===== config.mk =====
export PLATFORM = sky130hd
export DESIGN_NAME = html_tag_stripper_flat
export DESIGN_NICKNAME = d
export VERILOG_FILES = /design/src/rtl/core/hts_pkg.sv /design/src/rtl/core/hts_if.sv /design/src/rtl/core/hts_front.sv /design/src/rtl/core/hts_queue.sv /design/src/rtl/core/hts_back.sv /design/src/rtl/core/html_tag_stripper.sv /design/src/flat_wrapper.sv
export SDC_FILE = /design/constraint.sdc
export NUM_CORES = 1
export LEC_CHECK = 0
export ABC_AREA = 1
export ABC_CLOCK_PERIOD_IN_PS = 2200
export BUFFER_PORTS_ARGS = -buffer_cell sky130_fd_sc_hd__buf_2
export CELL_PAD_IN_SITES_DETAIL_PLACEMENT = 1
export CELL_PAD_IN_SITES_GLOBAL_PLACEMENT = 1
export CORE_ASPECT_RATIO = 1.75
export CORE_UTILIZATION = 43
export DETAILED_ROUTE_END_ITERATION = 8
export GPL_TIMING_DRIVEN = 0
export PLACE_DENSITY = 0.85
export SLEW_MARGIN = 15
export SYNTH_ARGS = -nofsm -noshare
export SYNTH_HDL_FRONTEND = slang
export SYNTH_SLANG_ARGS = --single-unit

===== constraint.sdc =====
create_clock -name i_clk -period 2.2 [get_ports i_clk]
set_input_delay 0.33 -clock i_clk [delete_from_list [all_inputs] [get_ports i_clk]]
set_output_delay 0.33 -clock i_clk [all_outputs]
set_load 0.02 [all_outputs]

===== src/rtl/core/hts_pkg.sv =====
// Package with the shared types and character constants of the HTML tag stripper.
package hts_pkg;

    localparam int HTS_QUEUE_DEPTH = 4;

    localparam logic [7:0] CH_LT    = 8'h3C;
    localparam logic [7:0] CH_GT    = 8'h3E;
    localparam logic [7:0] CH_NL    = 8'h0A;
    localparam logic [7:0] CH_CR    = 8'h0D;
    localparam logic [7:0] CH_SP    = 8'h20;
    localparam logic [7:0] CH_P_LO  = 8'h70;
    localparam logic [7:0] CH_P_UP  = 8'h50;
    localparam logic [7:0] CH_B_LO  = 8'h62;
    localparam logic [7:0] CH_B_UP  = 8'h42;
    localparam logic [7:0] CH_R_LO  = 8'h72;
    localparam logic [7:0] CH_R_UP  = 8'h52;

    typedef enum logic [2:0] {
        ST_TEXT   = 3'd0,
        ST_TAG    = 3'd1,
        ST_TAG_P  = 3'd2,
        ST_TAG_B  = 3'd3,
        ST_TAG_BR = 3'd4,
        ST_NL_RUN = 3'd5,
        ST_SP_RUN = 3'd6
    } t_parse_state;

    // One queued command: one or two output bytes.
    typedef struct packed {
        logic [7:0] byte0;
        logic [7:0] byte1;
        logic       two;
    } t_cmd;

    typedef struct packed {
        logic full;
        logic empty;
    } t_q_status;

endpackage


===== src/rtl/core/hts_if.sv =====
// Stream interfaces for the input bytes and the output text bytes.
interface hts_in_if;
    logic       valid;
    logic       ready;
    logic [7:0] in_byte;
    logic       frame_end;

    modport source (output valid, output in_byte, output frame_end, input ready);
    modport sink   (input valid, input in_byte, input frame_end, output ready);
endinterface

interface hts_out_if;
    logic       valid;
    logic       ready;
    logic [7:0] out_byte;
    logic       run_last;

    modport source (output valid, output out_byte, output run_last, input ready);
    modport sink   (input valid, input out_byte, input run_last, output ready);
endinterface


===== src/rtl/core/hts_front.sv =====
// Front end: parses each input byte and queues the text bytes it produces.
module hts_front
    import hts_pkg::*;
(
    input  logic       i_clk,
    input  logic       i_rst_n,
    input  logic       i_valid,
    input  logic [7:0] i_byte,
    input  logic       i_frame_end,
    input  t_q_status  i_q_status,
    output logic       o_ready,
    output logic       o_push,
    output t_cmd       o_cmd
);

    t_parse_state r_state;
    t_parse_state n_state;
    t_parse_state text_next;
    t_parse_state tag_next;

    logic is_lt, is_gt, is_nl, is_cr, is_sp, is_p, is_b, is_r;
    logic text_emit;
    logic accept;
    logic has_result;

    assign is_lt = (i_byte == CH_LT);
    assign is_gt = (i_byte == CH_GT);
    assign is_nl = (i_byte == CH_NL);
    assign is_cr = (i_byte == CH_CR);
    assign is_sp = (i_byte == CH_SP);
    assign is_p  = (i_byte == CH_P_LO) || (i_byte == CH_P_UP);
    assign is_b  = (i_byte == CH_B_LO) || (i_byte == CH_B_UP);
    assign is_r  = (i_byte == CH_R_LO) || (i_byte == CH_R_UP);

    assign text_emit = !(is_lt || is_nl || is_sp || is_gt || is_cr);

    assign o_ready = !i_q_status.full;
    assign accept  = i_valid && o_ready;
    assign o_push  = accept && has_result;

    always_comb begin
        if (is_lt) begin
            text_next = ST_TAG;
        end else if (is_nl) begin
            text_next = ST_NL_RUN;
        end else if (is_sp) begin
            text_next = ST_SP_RUN;
        end else begin
            text_next = ST_TEXT;
        end

        if (is_p) begin
            tag_next = ST_TAG_P;
        end else if (is_b) begin
            tag_next = ST_TAG_B;
        end else if (is_gt) begin
            tag_next = ST_TEXT;
        end else begin
            tag_next = ST_TAG;
        end
    end

    // Next state.
    always_comb begin
        case (r_state)
            ST_NL_RUN: n_state = is_nl ? ST_NL_RUN : text_next;
            ST_SP_RUN: n_state = is_sp ? ST_SP_RUN : text_next;
            ST_TAG_P:  n_state = tag_next;
            ST_TAG_BR: n_state = tag_next;
            ST_TAG:    n_state = tag_next;
            ST_TAG_B: begin
                if (is_r) begin
                    n_state = ST_TAG_BR;
                end else if (is_gt) begin
                    n_state = ST_TEXT;
                end else begin
                    n_state = ST_TAG;
                end
            end
            default:   n_state = text_next;
        endcase
        if (i_frame_end) begin
            n_state = ST_TEXT;
        end
    end

    // Outputs: the bytes this input produces.
    always_comb begin
        has_result  = 1'b0;
        o_cmd.byte0 = i_byte;
        o_cmd.byte1 = i_byte;
        o_cmd.two   = 1'b0;
        case (r_state)
            ST_NL_RUN: begin
                if (!is_nl) begin
                    has_result  = 1'b1;
                    o_cmd.byte0 = CH_SP;
                    o_cmd.two   = text_emit;
                end
            end
            ST_SP_RUN: begin
                if (!is_sp) begin
                    has_result  = 1'b1;
                    o_cmd.byte0 = CH_SP;
                    o_cmd.two   = text_emit;
                end
            end
            ST_TAG_P: begin
                if (is_gt) begin
                    has_result  = 1'b1;
                    o_cmd.byte0 = CH_NL;
                    o_cmd.byte1 = CH_NL;
                    o_cmd.two   = 1'b1;
                end
            end
            ST_TAG_BR: begin
                if (is_gt) begin
                    has_result  = 1'b1;
                    o_cmd.byte0 = CH_NL;
                end
            end
            ST_TAG, ST_TAG_B: begin
                has_result = 1'b0;
            end
            default: begin
                has_result = text_emit;
            end
        endcase
    end

    always_ff @(posedge i_clk) begin
        if (!i_rst_n) begin
            r_state <= ST_TEXT;
        end else if (accept) begin
            r_state <= n_state;
        end
    end

endmodule


===== src/rtl/core/hts_queue.sv =====
// Small command queue between the parser front end and the output back end.
module hts_queue
    import hts_pkg::*;
#(
    parameter int DEPTH = HTS_QUEUE_DEPTH
) (
    input  logic      i_clk,
    input  logic      i_rst_n,
    input  logic      i_push,
    input  t_cmd      i_cmd,
    input  logic      i_pop,
    output t_cmd      o_head,
    output t_q_status o_status
);

    localparam int IW = (DEPTH > 1) ? $clog2(DEPTH) : 1;
    localparam int CW = $clog2(DEPTH + 1);
    localparam logic [IW-1:0] LAST_IDX = IW'(DEPTH - 1);
    localparam logic [CW-1:0] FULL_CNT = CW'(DEPTH);

    t_cmd          r_mem [DEPTH];
    logic [IW-1:0] r_wr;
    logic [IW-1:0] r_rd;
    logic [CW-1:0] r_cnt;

    assign o_head         = r_mem[r_rd];
    assign o_status.full  = (r_cnt == FULL_CNT);
    assign o_status.empty = (r_cnt == '0);

    always_ff @(posedge i_clk) begin
        if (i_push) begin
            r_mem[r_wr] <= i_cmd;
        end
    end

    always_ff @(posedge i_clk) begin
        if (!i_rst_n) begin
            r_wr  <= '0;
            r_rd  <= '0;
            r_cnt <= '0;
        end else begin
            if (i_push) begin
                r_wr <= (r_wr == LAST_IDX) ? '0 : r_wr + 1'b1;
            end
            if (i_pop) begin
                r_rd <= (r_rd == LAST_IDX) ? '0 : r_rd + 1'b1;
            end
            if (i_push && !i_pop) begin
                r_cnt <= r_cnt + 1'b1;
            end else if (!i_push && i_pop) begin
                r_cnt <= r_cnt - 1'b1;
            end
        end
    end

endmodule


===== src/rtl/core/hts_back.sv =====
// Back end: turns queued commands into output beats, one byte per beat.
module hts_back
    import hts_pkg::*;
(
    input  logic       i_clk,
    input  logic       i_rst_n,
    input  t_cmd       i_head,
    input  t_q_status  i_q_status,
    input  logic       i_ready,
    output logic       o_pop,
    output logic       o_valid,
    output logic [7:0] o_byte,
    output logic       o_last
);

    logic       r_valid;
    logic [7:0] r_byte;
    logic       r_last;
    logic       r_phase;
    logic       n_valid;
    logic [7:0] n_byte;
    logic       n_last;
    logic       n_phase;
    logic       load;

    assign load    = !r_valid || i_ready;
    assign o_valid = r_valid;
    assign o_byte  = r_byte;
    assign o_last  = r_last;

    // The head entry stays in the queue until its last byte is loaded.
    always_comb begin
        n_valid = r_valid;
        n_byte  = r_byte;
        n_last  = r_last;
        n_phase = r_phase;
        o_pop   = 1'b0;
        if (load) begin
            if (r_phase) begin
                n_valid = 1'b1;
                n_byte  = i_head.byte1;
                n_last  = 1'b1;
                n_phase = 1'b0;
                o_pop   = 1'b1;
            end else if (!i_q_status.empty) begin
                n_valid = 1'b1;
                n_byte  = i_head.byte0;
                n_last  = !i_head.two;
                n_phase = i_head.two;
                o_pop   = !i_head.two;
            end else begin
                n_valid = 1'b0;
            end
        end
    end

    always_ff @(posedge i_clk) begin
        if (!i_rst_n) begin
            r_valid <= 1'b0;
            r_phase <= 1'b0;
        end else begin
            r_valid <= n_valid;
            r_phase <= n_phase;
        end
    end

    always_ff @(posedge i_clk) begin
        r_byte <= n_byte;
        r_last <= n_last;
    end

endmodule


===== src/rtl/core/html_tag_stripper.sv =====
// Top level of the HTML tag stripper: parser front end, command queue, output back end.
//
//   channel   direction  beat payload              notes
//   i_in      input      in_byte[7:0], frame_end   one HTML byte per beat
//   o_out     output     out_byte[7:0], run_last   one text byte per beat
//
// One input beat is taken per cycle while the command queue has room.
// An input byte yields zero, one or two output beats; the output register sends one
// byte per cycle while o_out.ready is high, so a two-byte result holds the back end
// for both bytes. Results pass through the command queue into the output register.
// Reset is synchronous and active low; no clearing pass is needed.
// The front end stalls only when the queue is full; the back end stalls on o_out.ready.
module html_tag_stripper
    import hts_pkg::*;
#(
    parameter int QUEUE_DEPTH = HTS_QUEUE_DEPTH
) (
    input  logic      i_clk,
    input  logic      i_rst_n,
    hts_in_if.sink    i_in,
    hts_out_if.source o_out
);

    t_cmd      push_cmd;
    t_cmd      head_cmd;
    t_q_status q_status;
    logic      push;
    logic      pop;

    hts_front u_front (
        .i_clk       (i_clk),
        .i_rst_n     (i_rst_n),
        .i_valid     (i_in.valid),
        .i_byte      (i_in.in_byte),
        .i_frame_end (i_in.frame_end),
        .i_q_status  (q_status),
        .o_ready     (i_in.ready),
        .o_push      (push),
        .o_cmd       (push_cmd)
    );

    hts_queue #(
        .DEPTH (QUEUE_DEPTH)
    ) u_queue (
        .i_clk    (i_clk),
        .i_rst_n  (i_rst_n),
        .i_push   (push),
        .i_cmd    (push_cmd),
        .i_pop    (pop),
        .o_head   (head_cmd),
        .o_status (q_status)
    );

    hts_back u_back (
        .i_clk      (i_clk),
        .i_rst_n    (i_rst_n),
        .i_head     (head_cmd),
        .i_q_status (q_status),
        .i_ready    (o_out.ready),
        .o_pop      (pop),
        .o_valid    (o_out.valid),
        .o_byte     (o_out.out_byte),
        .o_last     (o_out.run_last)
    );

    a_no_push_full: assert property (@(posedge i_clk) disable iff (!i_rst_n)
        push |-> !q_status.full)
        else $error("command pushed into a full queue");

    a_no_pop_empty: assert property (@(posedge i_clk) disable iff (!i_rst_n)
        pop |-> !q_status.empty)
        else $error("command popped from an empty queue");

    a_pair_follows: assert property (@(posedge i_clk) disable iff (!i_rst_n)
        (o_out.valid && !o_out.run_last) |=> o_out.valid)
        else $error("second byte of a pair did not follow the first");

endmodule

===== src/flat_wrapper.sv =====
// flat-port wrapper written by rule: the top's interface ports become plain ports
module html_tag_stripper_flat import hts_pkg::*;
#(
    parameter int QUEUE_DEPTH = HTS_QUEUE_DEPTH
)
  (i_clk, i_rst_n, i_in_valid, i_in_in_byte, i_in_frame_end, i_in_ready, o_out_valid, o_out_out_byte, o_out_run_last, o_out_ready);
  hts_in_if i_in_i ();
  hts_out_if o_out_i ();
  input  logic i_clk;
  input  logic i_rst_n;
  input wire logic [$bits(i_in_i.valid)-1:0] i_in_valid;
  input wire logic [$bits(i_in_i.in_byte)-1:0] i_in_in_byte;
  input wire logic [$bits(i_in_i.frame_end)-1:0] i_in_frame_end;
  output wire logic [$bits(i_in_i.ready)-1:0] i_in_ready;
  output wire logic [$bits(o_out_i.valid)-1:0] o_out_valid;
  output wire logic [$bits(o_out_i.out_byte)-1:0] o_out_out_byte;
  output wire logic [$bits(o_out_i.run_last)-1:0] o_out_run_last;
  input wire logic [$bits(o_out_i.ready)-1:0] o_out_ready;
  assign i_in_i.valid = i_in_valid;
  assign i_in_i.in_byte = i_in_in_byte;
  assign i_in_i.frame_end = i_in_frame_end;
  assign i_in_ready = i_in_i.ready;
  assign o_out_valid = o_out_i.valid;
  assign o_out_out_byte = o_out_i.out_byte;
  assign o_out_run_last = o_out_i.run_last;
  assign o_out_i.ready = o_out_ready;
  html_tag_stripper #(.QUEUE_DEPTH(QUEUE_DEPTH)) u_core (.i_clk(i_clk), .i_rst_n(i_rst_n), .i_in(i_in_i), .o_out(o_out_i));
endmodule

==> results.toml <==
[pwr]
power.switching_mw = 2.01
cellInternalPower_mw = 3.87
power_mw = 5.88
power.clock.fraction_pct = 27.8
power.density_cell_area_nw_per_um2 = 1210
power.share.combinational_pct = 32.5
p_leak_nw = 1.86
power_frac_seq_pct = 39.8
ir_worst_vdd_v = 0.000982
switching_share_of_power_pct = 34.2

[grt]
initial_antenna_violation_count = 0
grt-ovfl-total = 0
groute.usage.overall_pct = 23.8
grt_start_max_net_pins = 15
vias_in_the_first_global_route = 3286
wire_length_of_the_first_global_routing_pass_um = 16200

[layout]
fin_cells = 566
drive_above_1_share_pct = 23.8
total_inserted_antenna_cells = 0
postLayoutCellArea_um2 = 4870
area_delta_synth_final_pct = 21.9
num-nets-final = 461

[die]
design.portCount = 24
rows = 46
core_area_um2 = 9040
initial_core_util_pct = 44.3
die_height_um = 130
chipWidth_um = 74.9
die_area_um2 = 9700

[clock_network]
clk_pin_slew_worst_paths_ns = 0.06
numCtsBuffers = 9
clock-root-buffer = "sky130_fd_sc_hd__clkbuf_16"
clock_tree.buffer_depth = 2
cts_hold_buffers = 0
tritoncts = "built"
clock_latency_ns = 0.35
h-tree-depth = 3
tritoncts_num_sinks = 91

[outcome]
result_of_the_run = "finished, final reports clean"

[place]
placed_cell_area_um2 = 4340
number_of_buffer_cells_added_on_primary_ports = 23
dp.cells = 541
pre_cts_slack_ns = -0.610
place_hpwl_um = 7390
gp_routability_congestion = 0.880

[synth]
synth-adder-area-share_pct = 2.38
yosysWarnings = 0
yosys.cell_types.count = 30
synth_seq_area_share_pct = 64.8
syn_area_um2 = 4000
mappedNetlistNets = 414
yosys.area_share.xor_xnor_pct = 0
synth_mux_area_share_pct = 0
main_combinational_cell_family_by_area_after_synthesis = "simple AND/OR/NAND/NOR gates"
ys_seq_elements = 91
synthSimpleGateAreaFrac_pct = 16.8
synth_compound_area_share_pct = 10.9
post_synth.cell_area_avg_um2 = 10.1
postSynthCellCount = 394

[setup_path]
critPathKind = "flop to flop"
worst-path-max-fanout = 8
crit_required_ns = 2.44
crit_arrival_ns = 2.38
setup.worst_path.start_class = "flop"
number_of_cells_on_the_worst_reg_to_reg_path = 13
reg2reg_setup_slack_ns = 0.06
critPathCaptureType = "flop"

[drt]
drcViolationCount = 0
route.vias.total = 3011
dr.pass1.iters = 4
met3WireLength_um = 380
post_drt_via_cell_ratio = 5.32
wl_um = 10500
post_route_ant_nets = 0
routedLengthMet1_um = 3620
post_drt_wl_per_cell_um = 18.6
detail_route.iter0.violations = 200
topRoutingLayerUsed = "met4"
wl_met2_um = 6080

[worst_hold_path]
type_of_the_tightest_min_delay_check = "input port to flop"
hold_start = "i_in_frame_end"
hold-path-cell-count = 4

[sta]
relSlewSlack_pct = 57.5
period_share_pct = 97.2
slew_violations = 0
hold_violations = 0
final.min_clock_period_ns = 2.14
finClkSkew_ns = 0.00590
max_clock_freq_mhz = 468
timing.hold.ws_ns = 0.270
timing.final.setup_violations = 0
post-route-worst-setup-slack_ns = 0.0622
worst-slew-pin-transition_ns = 0.633

[run]
max_cap_violations = 0
[routing by layer]
layer | vias to the layer above | track usage (%)
met5 | - | 0
li1 | 1438 | -
met3 | 28 | 5.21
met2 | 80 | 44.4
met1 | 1465 | 22.5
met4 | 0 | 14.9
[logic make-up after synthesis]
family	count (synthesis)
buffers and inverters	53
and+or+nand+nor	163
DFF	91
adders and majority gates	7
AOI/OAI and AO/OA	80
[through the flow]
stage,utilization [%],TNS (ns)
finish,53.9,0
CTS,52.9,0
floorplan,-,0
global route,53.9,-0.0832
detailed placement,48.0,-8.05
global placement,47.2,-59.40
[critical path, cell delays in order (launching register included)]
cell                      delay [ns]
sky130_fd_sc_hd__dfxtp_1        0.30
sky130_fd_sc_hd__buf_4          0.16
sky130_fd_sc_hd__inv_4          0.08
sky130_fd_sc_hd__nor2_1         0.05
sky130_fd_sc_hd__o22ai_1        0.20
sky130_fd_sc_hd__nand2_1        0.14
sky130_fd_sc_hd__nand2_2        0.13
sky130_fd_sc_hd__ha_4           0.14
sky130_fd_sc_hd__inv_2          0.05
sky130_fd_sc_hd__fa_2           0.37
sky130_fd_sc_hd__a21oi_2        0.14
sky130_fd_sc_hd__o21ai_2        0.07
sky130_fd_sc_hd__o21ai_1        0.14
sky130_fd_sc_hd__a21oi_1        0.05
[state kept, by name, summed over array words and instances, names as in the netlist, named ones only]
signal / count
u_core.u_back.r_phase: 1
u_core.u_front.r_state: 3
u_core.u_queue.r_cnt: 3
u_core.u_queue.r_rd: 2
u_core.u_queue.r_wr: 2
u_core.u_back.o_last: 1
u_core.u_back.o_valid: 1
u_core.u_back.o_byte: 8
u_core.u_queue.r_mem: 68
[what timing repair did]
item,in CTS,in global routing
resized for setup,30,22
setup endpoints to repair,26,2
pin swaps,5,13
buffers inserted,5,4
[Yosys cell counts]
library cell | count | area (µm²)
sky130_fd_sc_hd__nor2_1 | 92 | 345
sky130_fd_sc_hd__edfxtp_1 | 77 | 2310
sky130_fd_sc_hd__nand2_1 | 49 | 184
sky130_fd_sc_hd__o21ai_0 | 46 | 230
sky130_fd_sc_hd__inv_1 | 29 | 109
sky130_fd_sc_hd__dfxtp_1 | 14 | 280
sky130_fd_sc_hd__clkbuf_1 | 11 | 41.3
sky130_fd_sc_hd__a21oi_1 | 10 | 50.1
sky130_fd_sc_hd__o22ai_1 | 10 | 62.6
sky130_fd_sc_hd__nand3_1 | 9 | 45.0
sky130_fd_sc_hd__a31oi_1 | 8 | 50.1
sky130_fd_sc_hd__inv_2 | 7 | 26.3
sky130_fd_sc_hd__ha_1 | 6 | 75.1
sky130_fd_sc_hd__buf_2 | 4 | 20.0
sky130_fd_sc_hd__nand2_2 | 3 | 18.8
sky130_fd_sc_hd__nand4_1 | 2 | 12.5
sky130_fd_sc_hd__nor3_1 | 2 | 10.0
sky130_fd_sc_hd__o211ai_1 | 2 | 15.0
sky130_fd_sc_hd__o21ai_1 | 2 | 10.0
sky130_fd_sc_hd__clkbuf_2 | 1 | 5.00
sky130_fd_sc_hd__clkinv_1 | 1 | 3.75
sky130_fd_sc_hd__fa_1 | 1 | 20.0
sky130_fd_sc_hd__nand2_4 | 1 | 11.3
sky130_fd_sc_hd__nand3_2 | 1 | 10.0
sky130_fd_sc_hd__nand4_2 | 1 | 12.5
sky130_fd_sc_hd__nor2_2 | 1 | 6.26
sky130_fd_sc_hd__nor3_2 | 1 | 10.0
sky130_fd_sc_hd__o21ai_2 | 1 | 8.76
sky130_fd_sc_hd__o31ai_1 | 1 | 7.51
sky130_fd_sc_hd__or2_1 | 1 | 6.26
[cells in the final DEF, fill, tap and decap left out, drive strengths merged]
| cell type | n |
|---|---|
| a21oi | 10 |
| a31oi | 8 |
| buf | 41 |
| bufinv | 1 |
| clkbuf | 24 |
| clkinv | 2 |
| clkinvlp | 1 |
| dfxtp | 14 |
| edfxtp | 77 |
| fa | 1 |
| ha | 6 |
| inv | 36 |
| nand2 | 53 |
| nand3 | 10 |
| nand4 | 3 |
| nor2 | 93 |
| nor3 | 3 |
| o211ai | 2 |
| o21ai | 49 |
| o22ai | 10 |
| o31ai | 1 |
| or2 | 1 |
[worst paths after layout]
| kind | end |
|---|---|
| max | u_core.u_queue.r_cnt[2] |
| min | u_core.u_front.r_state[0] |
| max reg2reg | u_core.u_queue.r_cnt[2] |
| min reg2reg | u_core.u_queue.r_cnt[0] |
[layout make-up]
cell class	count	area, µm²
fill	1025	4160
sequential	91	2610
multi-input combinational	250	1320
clock buffer	13	282
timing repair buffer	36	243
inverter	37	158
tap	120	150
buffer	16	75.1
clock inverter	3	41.3
[power groups by stage]
stage | Clock (mW) | Combinational (mW) | Sequential [mW]
global placement | 0 | 1.55 | 2.36
global route | 1.70 | 2.09 | 2.37
floorplan | 0 | 0.988 | 2.48
finish | 1.63 | 1.91 | 2.34
CTS | 1.65 | 1.78 | 2.33
detailed placement | 0 | 1.69 | 2.37
Note: power is estimated with default switching activity, not from simulation.
